--- src/hw/rtl/usrp_pkg.sv ---
// Shared types and constants for the URL scheme and route parser.
// Used by the step logic, the output buffer, the top level and the checker.
package usrp_pkg;

  localparam int unsigned MAX_ROUTE_LEN_DEF = 1024;

  localparam int unsigned PhaseW = 3;
  localparam logic [PhaseW-1:0] PH_SCHEME = 3'd0;
  localparam logic [PhaseW-1:0] PH_SLASH1 = 3'd1;
  localparam logic [PhaseW-1:0] PH_SLASH2 = 3'd2;
  localparam logic [PhaseW-1:0] PH_AUTH   = 3'd3;
  localparam logic [PhaseW-1:0] PH_ROUTE  = 3'd4;
  localparam logic [PhaseW-1:0] PH_DRAIN  = 3'd5;

  localparam logic [2:0] ST_OK       = 3'd0;
  localparam logic [2:0] ST_BAD_CHAR = 3'd1;
  localparam logic [2:0] ST_NO_COLON = 3'd2;
  localparam logic [2:0] ST_NO_SLASH = 3'd3;
  localparam logic [2:0] ST_TOO_LONG = 3'd4;

  localparam logic [7:0] CH_NUL   = 8'h00;
  localparam logic [7:0] CH_COLON = 8'h3a;
  localparam logic [7:0] CH_DASH  = 8'h2d;
  localparam logic [7:0] CH_PLUS  = 8'h2b;
  localparam logic [7:0] CH_DOT   = 8'h2e;
  localparam logic [7:0] CH_SLASH = 8'h2f;
  localparam logic [7:0] CH_QUEST = 8'h3f;
  localparam logic [7:0] CH_HASH  = 8'h23;

  typedef struct packed {
    logic [7:0] out_byte;
    logic       has_byte;
    logic       part;
    logic       done_res;
    logic [2:0] status;
  } usrp_res_t;

  function automatic logic is_scheme_char(input logic [7:0] c);
    return (c >= 8'h41 && c <= 8'h5a) || (c >= 8'h61 && c <= 8'h7a) ||
           c == CH_DASH || c == CH_PLUS || c == CH_DOT;
  endfunction

endpackage

--- src/hw/rtl/url_scheme_route_parser_top.sv ---
// A result is registered in the output register, or in the skid stage on a stall.
// Throughput: one byte per cycle; in_ready_o drops only while the skid stage
// holds a request that the consumer has not yet taken.
// Reset (rst_ni low, asynchronous): scheme phase, route count zero, output empty.
// Depends on usrp_pkg, usrp_step and usrp_outbuf.
module url_scheme_route_parser_top #(
  parameter int unsigned MAX_ROUTE_LEN = usrp_pkg::MAX_ROUTE_LEN_DEF
) (
  input  logic       clk_i,
  input  logic       rst_ni,
  input  logic       in_valid_i,
  output logic       in_ready_o,
  input  logic [7:0] url_byte_i,
  output logic       out_valid_o,
  input  logic       out_ready_i,
  output logic [7:0] out_byte_o,
  output logic       has_byte_o,
  output logic       part_o,
  output logic       done_res_o,
  output logic [2:0] status_o
);
  import usrp_pkg::*;

  localparam int unsigned CntW = $clog2(MAX_ROUTE_LEN);

  logic [PhaseW-1:0] phase_q, phase_d;
  logic [CntW-1:0]   count_q, count_d;
  logic              res_valid;
  usrp_res_t         res;
  usrp_res_t         out_res;
  logic              accept;

  assign accept = in_valid_i && in_ready_o;

  usrp_step #(
    .MAX_ROUTE_LEN(MAX_ROUTE_LEN)
  ) u_step (
    .phase_i    (phase_q),
    .count_i    (count_q),
    .url_byte_i (url_byte_i),
    .phase_o    (phase_d),
    .count_o    (count_d),
    .res_valid_o(res_valid),
    .res_o      (res)
  );

  always_ff @(posedge clk_i or negedge rst_ni) begin
    if (!rst_ni) begin
      phase_q <= PH_SCHEME;
      count_q <= '0;
    end else if (accept) begin
      phase_q <= phase_d;
      count_q <= count_d;
    end
  end

  usrp_outbuf u_outbuf (
    .clk_i  (clk_i),
    .rst_ni (rst_ni),
    .push_i (accept && res_valid),
    .data_i (res),
    .ready_o(in_ready_o),
    .valid_o(out_valid_o),
    .ready_i(out_ready_i),
    .data_o (out_res)
  );

  assign out_byte_o = out_res.out_byte;
  assign has_byte_o = out_res.has_byte;
  assign part_o     = out_res.part;
  assign done_res_o = out_res.done_res;
  assign status_o   = out_res.status;

endmodule

--- src/hw/rtl/usrp_step.sv ---
// Next-phase, route count and result logic for one URL byte.
// Purely combinational; depends on usrp_pkg.
module usrp_step #(
  parameter int unsigned MAX_ROUTE_LEN = usrp_pkg::MAX_ROUTE_LEN_DEF,
  localparam int unsigned CntW = $clog2(MAX_ROUTE_LEN)
) (
  input  logic [usrp_pkg::PhaseW-1:0] phase_i,
  input  logic [CntW-1:0]             count_i,
  input  logic [7:0]                  url_byte_i,
  output logic [usrp_pkg::PhaseW-1:0] phase_o,
  output logic [CntW-1:0]             count_o,
  output logic                        res_valid_o,
  output usrp_pkg::usrp_res_t         res_o
);
  import usrp_pkg::*;

  localparam logic [CntW-1:0] CntLast = CntW'(MAX_ROUTE_LEN - 1);

  logic is_nul;
  logic is_stop;
  logic [PhaseW-1:0] end_phase;

  assign is_nul    = (url_byte_i == CH_NUL);
  assign is_stop   = is_nul || url_byte_i == CH_QUEST || url_byte_i == CH_HASH;
  // a done result before the zero byte leaves the rest of the URL to drain
  assign end_phase = is_nul ? PH_SCHEME : PH_DRAIN;

  always_comb begin
    phase_o     = phase_i;
    count_o     = count_i;
    res_valid_o = 1'b0;
    res_o       = '0;
    case (phase_i)
      PH_SCHEME: begin
        if (is_nul) begin
          phase_o = end_phase; count_o = '0; res_valid_o = 1'b1;
          res_o.done_res = 1'b1; res_o.status = ST_NO_COLON;
        end else if (url_byte_i == CH_COLON) begin
          phase_o = PH_SLASH1;
        end else if (is_scheme_char(url_byte_i)) begin
          res_valid_o = 1'b1;
          res_o.out_byte = url_byte_i; res_o.has_byte = 1'b1;
        end else begin
          phase_o = end_phase; count_o = '0; res_valid_o = 1'b1;
          res_o.done_res = 1'b1; res_o.status = ST_BAD_CHAR;
        end
      end
      PH_SLASH1, PH_SLASH2: begin
        if (url_byte_i != CH_SLASH) begin
          phase_o = end_phase; count_o = '0; res_valid_o = 1'b1;
          res_o.done_res = 1'b1; res_o.status = ST_NO_SLASH;
        end else begin
          phase_o = (phase_i == PH_SLASH1) ? PH_SLASH2 : PH_AUTH;
        end
      end
      PH_AUTH: begin
        if (is_stop) begin
          // empty route: emit the default slash with the done result
          phase_o = end_phase; count_o = '0; res_valid_o = 1'b1;
          res_o.out_byte = CH_SLASH; res_o.has_byte = 1'b1; res_o.part = 1'b1;
          res_o.done_res = 1'b1; res_o.status = ST_OK;
        end else if (url_byte_i == CH_SLASH) begin
          phase_o = PH_ROUTE; count_o = CntW'(1); res_valid_o = 1'b1;
          res_o.out_byte = url_byte_i; res_o.has_byte = 1'b1; res_o.part = 1'b1;
        end
      end
      PH_ROUTE: begin
        if (is_stop) begin
          phase_o = end_phase; count_o = '0; res_valid_o = 1'b1;
          res_o.done_res = 1'b1; res_o.status = ST_OK;
        end else if (count_i >= CntLast) begin
          phase_o = end_phase; count_o = '0; res_valid_o = 1'b1;
          res_o.done_res = 1'b1; res_o.status = ST_TOO_LONG;
        end else begin
          count_o = count_i + CntW'(1); res_valid_o = 1'b1;
          res_o.out_byte = url_byte_i; res_o.has_byte = 1'b1; res_o.part = 1'b1;
        end
      end
      default: begin
        if (is_nul) begin
          phase_o = PH_SCHEME; count_o = '0;
        end
      end
    endcase
  end

endmodule

--- src/hw/rtl/usrp_outbuf.sv ---
// Result register with a skid stage behind it.
// Depends on usrp_pkg for the result struct.
module usrp_outbuf (
  input  logic                clk_i,
  input  logic                rst_ni,
  input  logic                push_i,
  input  usrp_pkg::usrp_res_t data_i,
  output logic                ready_o,
  output logic                valid_o,
  input  logic                ready_i,
  output usrp_pkg::usrp_res_t data_o
);
  import usrp_pkg::*;

  logic      out_valid_q, out_valid_d;
  logic      skid_valid_q, skid_valid_d;
  usrp_res_t out_q, out_d;
  usrp_res_t skid_q, skid_d;
  logic      pop;

  assign pop     = out_valid_q && ready_i;
  assign ready_o = !skid_valid_q;
  assign valid_o = out_valid_q;
  assign data_o  = out_q;

  always_comb begin
    out_valid_d  = out_valid_q;
    skid_valid_d = skid_valid_q;
    out_d        = out_q;
    skid_d       = skid_q;
    if (skid_valid_q && pop) begin
      // advance the parked request; no push can arrive while skid is full
      out_d        = skid_q;
      skid_valid_d = 1'b0;
    end else if (pop || !out_valid_q) begin
      out_d       = data_i;
      out_valid_d = push_i;
    end else if (push_i) begin
      skid_d       = data_i;
      skid_valid_d = 1'b1;
    end
  end

  always_ff @(posedge clk_i or negedge rst_ni) begin
    if (!rst_ni) begin
      out_valid_q  <= 1'b0;
      skid_valid_q <= 1'b0;
    end else begin
      out_valid_q  <= out_valid_d;
      skid_valid_q <= skid_valid_d;
    end
  end

  always_ff @(posedge clk_i) begin
    out_q  <= out_d;
    skid_q <= skid_d;
  end

endmodule

--- config.mk ---
export PLATFORM = sky130hd
export DESIGN_NAME = url_scheme_route_parser_top
export DESIGN_NICKNAME = d
export VERILOG_FILES = /design/src/hw/rtl/usrp_pkg.sv /design/src/hw/rtl/url_scheme_route_parser_top.sv /design/src/hw/rtl/usrp_step.sv /design/src/hw/rtl/usrp_outbuf.sv
export SDC_FILE = /design/constraint.sdc
export NUM_CORES = 1
export LEC_CHECK = 0
export ABC_AREA = 0
export ABC_CLOCK_PERIOD_IN_PS = 4100
export BUFFER_PORTS_ARGS = -buffer_cell sky130_fd_sc_hd__buf_2
export CORE_UTILIZATION = 49
export CTS_BUF_LIST = sky130_fd_sc_hd__clkbuf_8
export CTS_CLUSTER_SIZE = 28
export DETAILED_ROUTE_END_ITERATION = 10
export GPL_ROUTABILITY_DRIVEN = 0
export PLACE_DENSITY_LB_ADDON = 0.3
export SYNTH_ARGS = -nofsm -noshare
export SYNTH_HDL_FRONTEND = slang
export SYNTH_SLANG_ARGS = --single-unit
--- constraint.sdc ---
create_clock -name clk_i -period 4.1 [get_ports clk_i]
set_clock_uncertainty 0.1 [all_clocks]
set_input_delay 0.41 -clock clk_i [delete_from_list [all_inputs] [get_ports clk_i]]
set_output_delay 0.41 -clock clk_i [all_outputs]
set_load 0.05 [all_outputs]
==> impl_results.md, run 1 <==
* Core footprint at about 4500 um2
* Final HPWL DP at 3250 um
* Crit-path cells: or2_2 -> a31oi_1 -> nand4_1 -> o21ai_2 -> nand2b_2 -> mux2_2
* Slew Viols, Final at 0
* Peak VDD IR at ~290 uV
* Worst-Skew Late Latency at 0.29 ns
* Ant. Diodes at 0
* Post-CTS setup buffer count at 0
* Min-Delay Endpoint: u_outbuf.skid_valid_q
* Hold Startpoint: out_ready_i
* Area growth syn-to-layout at 12.5%
* Share of cells above drive strength 1 at 0.208
* I/O Pins at 28
* Placed Instances at 302
* First-pass detailed-route iteration total at 5
* CP Max Fanout at 12
* DIE HEIGHT at 71.5 um
* Residual DRC count at 0
* Syn Area/Cell at 10.2 um2
* Initial antenna violation count at 0
* Cell variety after synth at 50
* Crit path required time at 4.18 ns
* Avg WL per Cell at 14.8 um
* DIE AREA at 5110 um2
* Worst path bufs/invs at 0
* Flops & latches, synth at 43
* Post-Syn Instances at 233
* Root Buffer: clkbuf_8
* Final hold violations at 0
* Reg-to-Reg End: phase_q[2]
* H-tree depth at 2
* Status: completed
* Synth Flop Type: edfxtp_1
* Post-DP Area at 2520 um2
* Largest cells by area after synthesis: edfxtp_1, dfrtp_1, mux2_2
* Min-delay worst type: in -> reg
* Slew Limit Headroom at 0.564
* Largest delay contributor family on the critical path: simple AND/OR/NAND/NOR gates
* Slew @ Worst Pin at ~0.65 ns
* Startpoint types: flip-flop
* Sequential-to-total area share from yosys stat at 0.514
* Clk buf depth at 2
* Min Tclk post-route at 2.91 ns
* Maxcap violations at 0
* Largest net degree at the start of global routing at 21
* Final std cells w/o fill at 311
* Count of port buffers added during placement at 27
* Reg clk slew, reported paths at 0.08 ns
* Hold Crit Depth at 4
* Post-synth top area cell: edfxtp_1
* Drt total wl at 4620 um
* Fmax at 344 MHz
* EDFF count, synth at 28
* Power consumption at around 1.8 mW
* Yosys warnings at 0
* CTS tree: yes
* Top cell type's share of synthesized area at 0.355
* Avg Vias per Cell at approximately 5.9
* Net count after synthesis at 246
* Crit-path slowest cell: nand4_1
* Largest stage delay, worst path at 0.53 ns
* Ys async rst share at 0.349
* Clk sinks at 43
* First-pass GRT wire length at 7990 um
* Final setup fails at 0
* CTS buffer count at 5
* Via count at approximately 1,800
* Vias in the first global route at 1,628
* Cell Rows at 24
* Register-to-Register Path Depth at 6
* GRT Overall Usage at 0.201
* Period Utilization, post-route at 0.709
* R2r setup slk at approximately 1.2 ns
* DIE WIDTH at 71.5 um
* Worst endpoint data arrival time at 2.99 ns
* Leakage at 1.11 nW
* Setup TNS Final at 0 ns
* Most common cell after layout, fill and taps aside: nand2_1
* Worst R2R Start: phase_q[1]
* Final ANT Viol Nets at 0
* Commonest cells after routing, fill and taps aside: nand2_1, edfxtp_1, buf_2, nor2_1, a21oi_1
* Worst setup path category: reg -> reg
* Initial Utilization at 0.525
* RSZ-0062 raised after global routing: false
* Pwr per Cell Area at 659 nW/um2
* CP Capture Type: flip-flop
* DR iter-0 viols at 149
* Net count, final at approximately 270
* Total grt overflow at 0
* Fin area at 2660 um2
* Synthesized cell area at between 2000 and 2500 um2
[cell type report]
class	instances	area [um2]
well taps	52	65.1
inverters	4	15.0
fillers	381	1840
flip-flops and latches	43	1220
clock buffers	5	68.8
clock inverters	3	63.8
multi-input cells	175	1080
repair buffers	29	153
[cell families after synthesis]
kind of cell | synth area share
adder cells (fa/ha/maj) | 0.00529
AO/OA/AOI/OAI | 0.171
flip-flops | 0.514
AND/OR/NAND/NOR | 0.220
XOR/XNOR | 0.00370
multiplexers | 0.0566
buffers and inverters | 0.0291
[worst reg2reg max path, cell delays in order (launching register included)]
cell and delay (ns):
dfrtp_1 0.48, or2_2 0.39, a31oi_1 0.38, nand4_1 0.53, o21ai_2 0.36, nand2b_2 0.23, mux2_2 0.34
[through the flow]
stage | utilization | worst slack, ns | hold slack [ns]
floorplan | - | 1.25 | 0.0144
detailed placement | 0.559 | 1.25 | 0.235
CTS | 0.591 | 1.22 | 0.307
global placement | 0.559 | 1.25 | 0.234
finish | 0.591 | 1.19 | 0.321
global route | 0.591 | 0.989 | 0.356
[report_power, final]
group	switching (mW)	internal [mW]
logic	0.504	0.199
clock network	0.142	0.241
registers	0.0635	0.606
total	0.709	1.05
[synth_stat cells (2+ instances only)]
cell / instances
or2_2: 3
nand4_1: 3
and3_1: 2
and2_1: 10
nor3_1: 4
nor2b_1: 4
clkbuf_1: 5
a221o_1: 2
a31oi_1: 2
o2bb2ai_1: 7
o22ai_1: 3
nor3b_1: 2
o21ai_2: 2
dfrtp_1: 15
nand2b_1: 6
a21boi_0: 3
nand2_1: 31
nor2_1: 22
buf_2: 4
inv_1: 4
a21oi_1: 17
mux2_2: 11
nand3_1: 8
o21ai_0: 9
edfxtp_1: 28
or4_1: 2
[state kept, by name (all words and copies together) (netlist names)]
name and count:
count_q 10, phase_q 3, u_outbuf.data_o 14, u_outbuf.skid_q 14
u_outbuf.skid_valid_q 1, u_outbuf.valid_o 1
[worst max path at each step]
| stage | from | end | depth (start not counted) |
|---|---|---|---|
| 6_report | phase_q[1] | phase_q[2] | 6 |
| 5_1_grt | phase_q[1] | phase_q[2] | 6 |
| 4_1_cts | phase_q[1] | phase_q[2] | 6 |
| 3_5_place_dp | url_byte_i[4] | count_q[9] | 6 |
| 3_3_place_gp | url_byte_i[4] | count_q[9] | 6 |
| 2_1_floorplan | url_byte_i[1] | u_outbuf.skid_q[0] | 8 |
[layer usage]
metal,routed length (um),up-vias,GRT usage
met1,2240,870,0.300
li1,-,918,-
met3,189,7,0.0380
met2,2130,52,0.302
met4,60,0,0.0588
met5,0,-,0
[what timing repair did]
| item | CTS | global route |
|---|---|---|
| hold buffers | 1 | 0 |
| resized for setup | 0 | 0 |
| hold endpoints to repair | 15 | 0 |
(Power assumes the default switching activity.)
==> inputs of run 2 (changes only) <==
ABC_CLOCK_PERIOD_IN_PS = 2800   (was 4100)
clock period = 2.8 ns   (was 4.1 ns; I/O delays follow)
==> run 2 against run 1 <==
Register-to-register slack got worse by 1.0 ns. Utilization is 3.5 points higher. Sequential cell count stayed put. Combinational power increased by 66%. Sequential share of layout area shrank 2.5 points. Clock power rose by 48%. Critical path type unchanged. Power grew 52%.
==> impl_results.md, run 2 (synthesized netlist as in run 1, its figures left out) <==
* Root Buffer: clkbuf_8
* Clk sinks at 43 (unchanged)
* Min-Delay Endpoint: u_outbuf.skid_valid_q
* DIE WIDTH at 71.5 um (unchanged)
* Vias in the first global route at 1,781 (+9.4%)
* Avg Vias per Cell at 5.69 (-4.2%)
* Avg WL per Cell at 14.7 um (-0.89%)
* RSZ-0062 raised after global routing: false
* Min Tclk post-route at 2.65 ns (-0.262 ns)
* Clk buf depth at 2 (unchanged)
* Post-CTS setup buffer count at 0 (unchanged)
* Reg-to-Reg End: phase_q[2]
* Min-delay worst type: in -> reg
* Crit-path slowest cell: a31oi_1
* CTS buffer count at 5 (unchanged)
* Worst-Skew Late Latency at 0.29 ns (about the same)
* Final setup fails at 0 (unchanged)
* Worst R2R Start: phase_q[0]
* Period Utilization, post-route at 0.945 (+0.236)
* Status: completed
* Largest stage delay, worst path at 0.39 ns (-0.14 ns)
* Residual DRC count at 0 (unchanged)
* Worst endpoint data arrival time at 2.73 ns (-0.26 ns)
* I/O Pins at 28 (unchanged)
* Multi-input logic area at 1080 um2 (+0.23%)
* Largest net degree at the start of global routing at 20 (-4.8%)
* H-tree depth at 2 (unchanged)
* Final ANT Viol Nets at 0 (unchanged)
* First-pass GRT wire length at 8400 um (+5.2%)
* Commonest cells after routing, fill and taps aside: nand2_1, edfxtp_1, buf_2, nor2_1, buf_4
* Peak VDD IR at 454 uV (+56%)
* Fmax at 378 MHz (+9.9%)
* Most frequent cell on the critical path: buf_4
* Leakage at 1.20 nW (+8.0%)
* DIE HEIGHT at 71.5 um (unchanged)
* GRT Overall Usage at 0.214 (+0.0126)
* Final HPWL DP at 3520 um (+8.3%)
* Crit-path cells: buf_4 -> or2_2 -> buf_4 -> a31oi_1 -> nand2b_1 -> o21ai_2 -> nand2b_2 -> mux2_2
* Pwr per Cell Area at 948 nW/um2 (+44%)
* CTS tree: yes
* Slew @ Worst Pin at 0.681 ns (+0.0288 ns)
* CP Capture Type: flip-flop
* Ant. Diodes at 0 (unchanged)
* Hold Crit Depth at 4 (unchanged)
* Initial antenna violation count at 0 (unchanged)
* Area growth syn-to-layout at 19.1%
* Most common cell after layout, fill and taps aside: nand2_1
* Power consumption at 2.67 mW (+52%)
* Slew Limit Headroom at 0.546 (-0.0185)
* Crit path required time at 2.89 ns (-1.29 ns)
* CP Max Fanout at 10 (-2)
* Count of port buffers added during placement at 27 (unchanged)
* Via count at 1,883 (+1.9%)
* Startpoint types: flip-flop
* First-pass detailed-route iteration total at 4 (-1)
* Sequential cell area at 1220 um2 (unchanged)
* Net count, final at 291 (+7.4%)
* Fill count at 383 (+0.52%)
* Setup TNS Final at 0 ns (unchanged)
* Core footprint at 4500 um2 (unchanged)
* Largest delay contributor family on the critical path: compound AO/OA/AOI/OAI gates
* Share of cells above drive strength 1 at 0.272 (+0.0639)
* Initial Utilization at 0.525 (unchanged)
* Worst setup path category: reg -> reg
* Slew Viols, Final at 0 (unchanged)
* DIE AREA at 5110 um2 (unchanged)
* Cell Rows at 24 (unchanged)
* Worst path bufs/invs at 2 (+2)
* Hold Startpoint: out_ready_i
* Register-to-Register Path Depth at 8 (+2)
* Maxcap violations at 0 (unchanged)
* DR iter-0 viols at 75 (-50%)
* Final hold violations at 0 (unchanged)
* R2r setup slk at 0.15 ns (-1.04 ns)
* Drt total wl at 4870 um (+5.5%)
* Reg clk slew, reported paths at 0.08 ns (about the same)
* Total grt overflow at 0 (unchanged)
-- run 2: changes by cell type in the layout (fill, tap and decap cells not counted) --
cell        previous run  this run
nor2_1                22        21
nor2_2                 0         1
inv_1                  5         4
clkinvlp_4             0         1
buf_4                  1        21
-- run 2: what timing repair did --
item | 4_1_cts | 5_1_grt
endpoints found under the setup margin | 0 | 14
gates resized for setup | 0 | 1
endpoints found under the hold margin | 15 | 0
hold buffers | 1 | 0
-- run 2: through the flow --
stage               std cells  setup WS [ns]  hold slack, ns  area, um2   util
floorplan                 233         0.0494          -0.116       2370      -
global placement          322          0.116           0.103       2670  0.593
detailed placement        322         0.0168           0.114       2670  0.593
CTS                       331         0.0937           0.205       2820  0.625
global route              331         0.0185           0.196       2820  0.626
finish                    331          0.153           0.210       2820  0.626
-- run 2: layer usage --
metal	share of wire	GRT usage	vias to the layer above
met3	0.036	0.0464	12
met4	0.023	0.0828	0
met1	0.49	0.305	881
li1	-	-	956
met2	0.45	0.322	34
met5	0	0	-
-- run 2: how the worst max path moves through the flow --
stage / slack [ns] / from / to / cells after the start
6_report: 0.15 / phase_q[0] / phase_q[2] / 8
5_1_grt: 0.02 / phase_q[0] / phase_q[2] / 8
4_1_cts: 0.09 / phase_q[0] / u_outbuf.skid_q[2] / 6
3_5_place_dp: 0.02 / url_byte_i[3] / u_outbuf.skid_q[12] / 7
3_3_place_gp: 0.12 / url_byte_i[3] / u_outbuf.skid_q[10] / 7
2_1_floorplan: 0.05 / phase_q[1] / u_outbuf.skid_q[0] / 8
-- run 2: power by group --
part	internal [mW]	switching, mW	total, mW
sequential	0.887	0.0533	0.941
clock	0.355	0.211	0.566
combinational	0.355	0.811	1.17
total	1.60	1.07	2.67
-- run 2: cell type report --
class	instances	share of cell area
Sequential cell	43	0.431
Tap cell	52	0.0231
Multi-Input combinational cell	175	0.384
Clock inverter	3	0.0240
Timing Repair Buffer	49	0.107
Clock buffer	5	0.0244
Inverter	4	0.00533
-- run 2: worst register-to-register path, stage by stage, from the launching register on --
cell	delay (ns)
dfrtp_1	0.38
buf_4	0.15
or2_2	0.30
buf_4	0.17
a31oi_1	0.39
nand2b_1	0.13
o21ai_2	0.35
nand2b_2	0.24
mux2_2	0.34
==> inputs of run 3 (changes only) <==
CELL_PAD_IN_SITES_DETAIL_PLACEMENT = 1   (was not set)
CELL_PAD_IN_SITES_GLOBAL_PLACEMENT = 2   (was not set)
CORE_UTILIZATION = 39   (was 49)
==> run 3 against run 2 <==
Wire length rose by 13%. Sequential share of layout area rose by 1.0 points. Cell area shrank 2.3%. Sequential power up 0.7%. Critical path depth shrank 1. Hold slack improved by 0.010 ns. Largest power group unchanged. Global-route usage shrank 2.1 points. Clock-buffer cell count did not move.
==> impl_results.md, run 3 (synthesized netlist as in run 1, its figures left out) <==
* Status: completed
* Hold Crit Depth at 4 (unchanged)
* Share of cells above drive strength 1 at 0.236 (-0.0364)
* Initial Utilization at 0.402 (-0.123)
* Core Util, Final at 0.468 (-0.158)
* Worst endpoint data arrival time at 2.39 ns (-0.34 ns)
* Drt total wl at 5530 um (+13%)
* Placed Instances at 333 (+3.4%)
* Final hold violations at 0 (unchanged)
* CP Max Fanout at 14 (+4)
* Fin area at 2760 um2 (-2.3%)
* Residual DRC count at 0 (unchanged)
* Peak VDD IR at 462 uV (+1.8%)
* Slew @ Worst Pin at 0.661 ns (-0.0194 ns)
* Avg Vias per Cell at 5.55 (-2.4%)
* DIE HEIGHT at 79.9 um (+12%)
* Crit-path slowest cell: dfrtp_1
* Min-delay worst type: in -> reg
* Worst setup margin at 0.305 ns (+0.151 ns)
* Net count, final at 279 (-4.1%)
* Cell Rows at 28 (+17%)
* DR iter-0 viols at 67 (-11%)
* Reg-to-Reg End: u_outbuf.skid_q[11]
* Register-to-Register Path Depth at 7 (-1)
* Slew Limit Headroom at 0.558 (+0.0122)
* Post-CTS setup buffer count at 0 (unchanged)
* Worst R2R Start: phase_q[1]
* Largest net degree at the start of global routing at 20 (unchanged)
* Clk sinks at 43 (unchanged)
* Pre-CTS setup slack at 0.255 ns (+0.238 ns)
* Reg clk slew, reported paths at 0.08 ns (about the same)
* Maxcap violations at 0 (unchanged)
* Leakage at 1.14 nW (-4.7%)
* CP Capture Type: flip-flop
* Clk buf depth at 2 (unchanged)
* Pwr per Cell Area at 964 nW/um2 (+1.7%)
* RSZ-0062 raised after global routing: false
* Initial antenna violation count at 0 (unchanged)
* Min-Delay Endpoint: u_outbuf.skid_valid_q
* Core footprint at 5890 um2 (+31%)
* R2r setup slk at 0.30 ns (+0.15 ns)
* Slew Viols, Final at 0 (unchanged)
* Total grt overflow at 0 (unchanged)
* DIE AREA at 6380 um2 (+25%)
* H-tree depth at 2 (unchanged)
* Post-DP Area at 2610 um2 (-2.3%)
* Final ANT Viol Nets at 0 (unchanged)
* Power consumption at 2.65 mW (-0.65%)
* Crit-path cells: nand2_1 -> or2_2 -> a2111o_1 -> a21oi_1 -> o21ai_0 -> nor2_1 -> buf_4
* Avg WL per Cell at 16.2 um (+9.8%)
* DIE WIDTH at 79.9 um (+12%)
* Largest stage delay, worst path at 0.51 ns (+0.12 ns)
* Worst-Skew Late Latency at 0.29 ns (about the same)
* Most common cell after layout, fill and taps aside: nand2_1
* Startpoint types: flip-flop
* Fmax at 401 MHz (+6.1%)
* Count of port buffers added during placement at 27 (unchanged)
* Root Buffer: clkbuf_8
* Final std cells w/o fill at 342 (+3.3%)
* Ant. Diodes at 0 (unchanged)
* Final setup fails at 0 (unchanged)
* Final HPWL DP at 4040 um (+15%)
* Vias in the first global route at 1,873 (+5.2%)
* I/O Pins at 28 (unchanged)
* Period Utilization, post-route at 0.891 (-0.0541)
* CTS tree: yes
* Commonest cells after routing, fill and taps aside: nand2_1, edfxtp_1, buf_2, nor2_1, a21oi_1
* CTS buffer count at 5 (unchanged)
* GRT Overall Usage at 0.193 (-0.0209)
* Worst setup path category: reg -> reg
* First-pass GRT wire length at 9360 um (+11%)
* Setup TNS Final at 0 ns (unchanged)
* Via count at 1,898 (+0.80%)
* Crit path required time at 2.69 ns (-0.20 ns)
* Min Tclk post-route at 2.50 ns (-0.151 ns)
* Area growth syn-to-layout at 16.4%
* First-pass detailed-route iteration total at 4 (unchanged)
* Hold Startpoint: out_ready_i
* Hold_ws at 0.220 ns (+0.0103 ns)
run 3: critical path, delay by kind of cell (launching register included):
| family | cells | cell delay (ns) |
|---|---|---|
| AOI/OAI and AO/OA | 3 | 0.73 |
| DFF | 1 | 0.51 |
| and+or+nand+nor | 3 | 0.59 |
| buffers and inverters | 1 | 0.25 |
run 3: how the worst max path moves through the flow:
stage,start,endpoint,slack [ns],cells past startpoint
final,phase_q[1],u_outbuf.skid_q[11],0.30,7
after detailed placement,url_byte_i[1],u_outbuf.skid_q[10],0.26,8
after global placement,url_byte_i[1],u_outbuf.skid_q[10],0.30,8
after floorplan,phase_q[1],u_outbuf.skid_q[0],0.05,8
after global routing,phase_q[1],u_outbuf.skid_q[8],0.14,7
after CTS,phase_q[1],u_outbuf.skid_q[10],0.28,7
run 3: cell type report:
class	instances	area, um2
timing repair buffer	37	213
inverter	4	15.0
clock buffer	5	68.8
clock inverter	3	67.6
tap	75	93.8
sequential	43	1220
multi-input combinational	175	1080
fill	691	3130
run 3: report_power, final:
group / internal (mW) / leakage [nW] / total [mW] / switching (mW)
logic: 0.335 / 0.593 / 1.14 / 0.805
clock network: 0.356 / 0.0644 / 0.566 / 0.211
registers: 0.888 / 0.485 / 0.948 / 0.0600
run 3: metal layers:
layer	up-vias	routed length, um	track usage
met4	0	85	0.0696
li1	926	-	-
met1	932	2770	0.272
met2	32	2520	0.298
met5	-	0	0
met3	8	146	0.0309
run 3: what timing repair did:
item,4_1_cts,5_1_grt
resized for setup,0,0
hold buffers,1,0
hold endpoints to repair,15,0
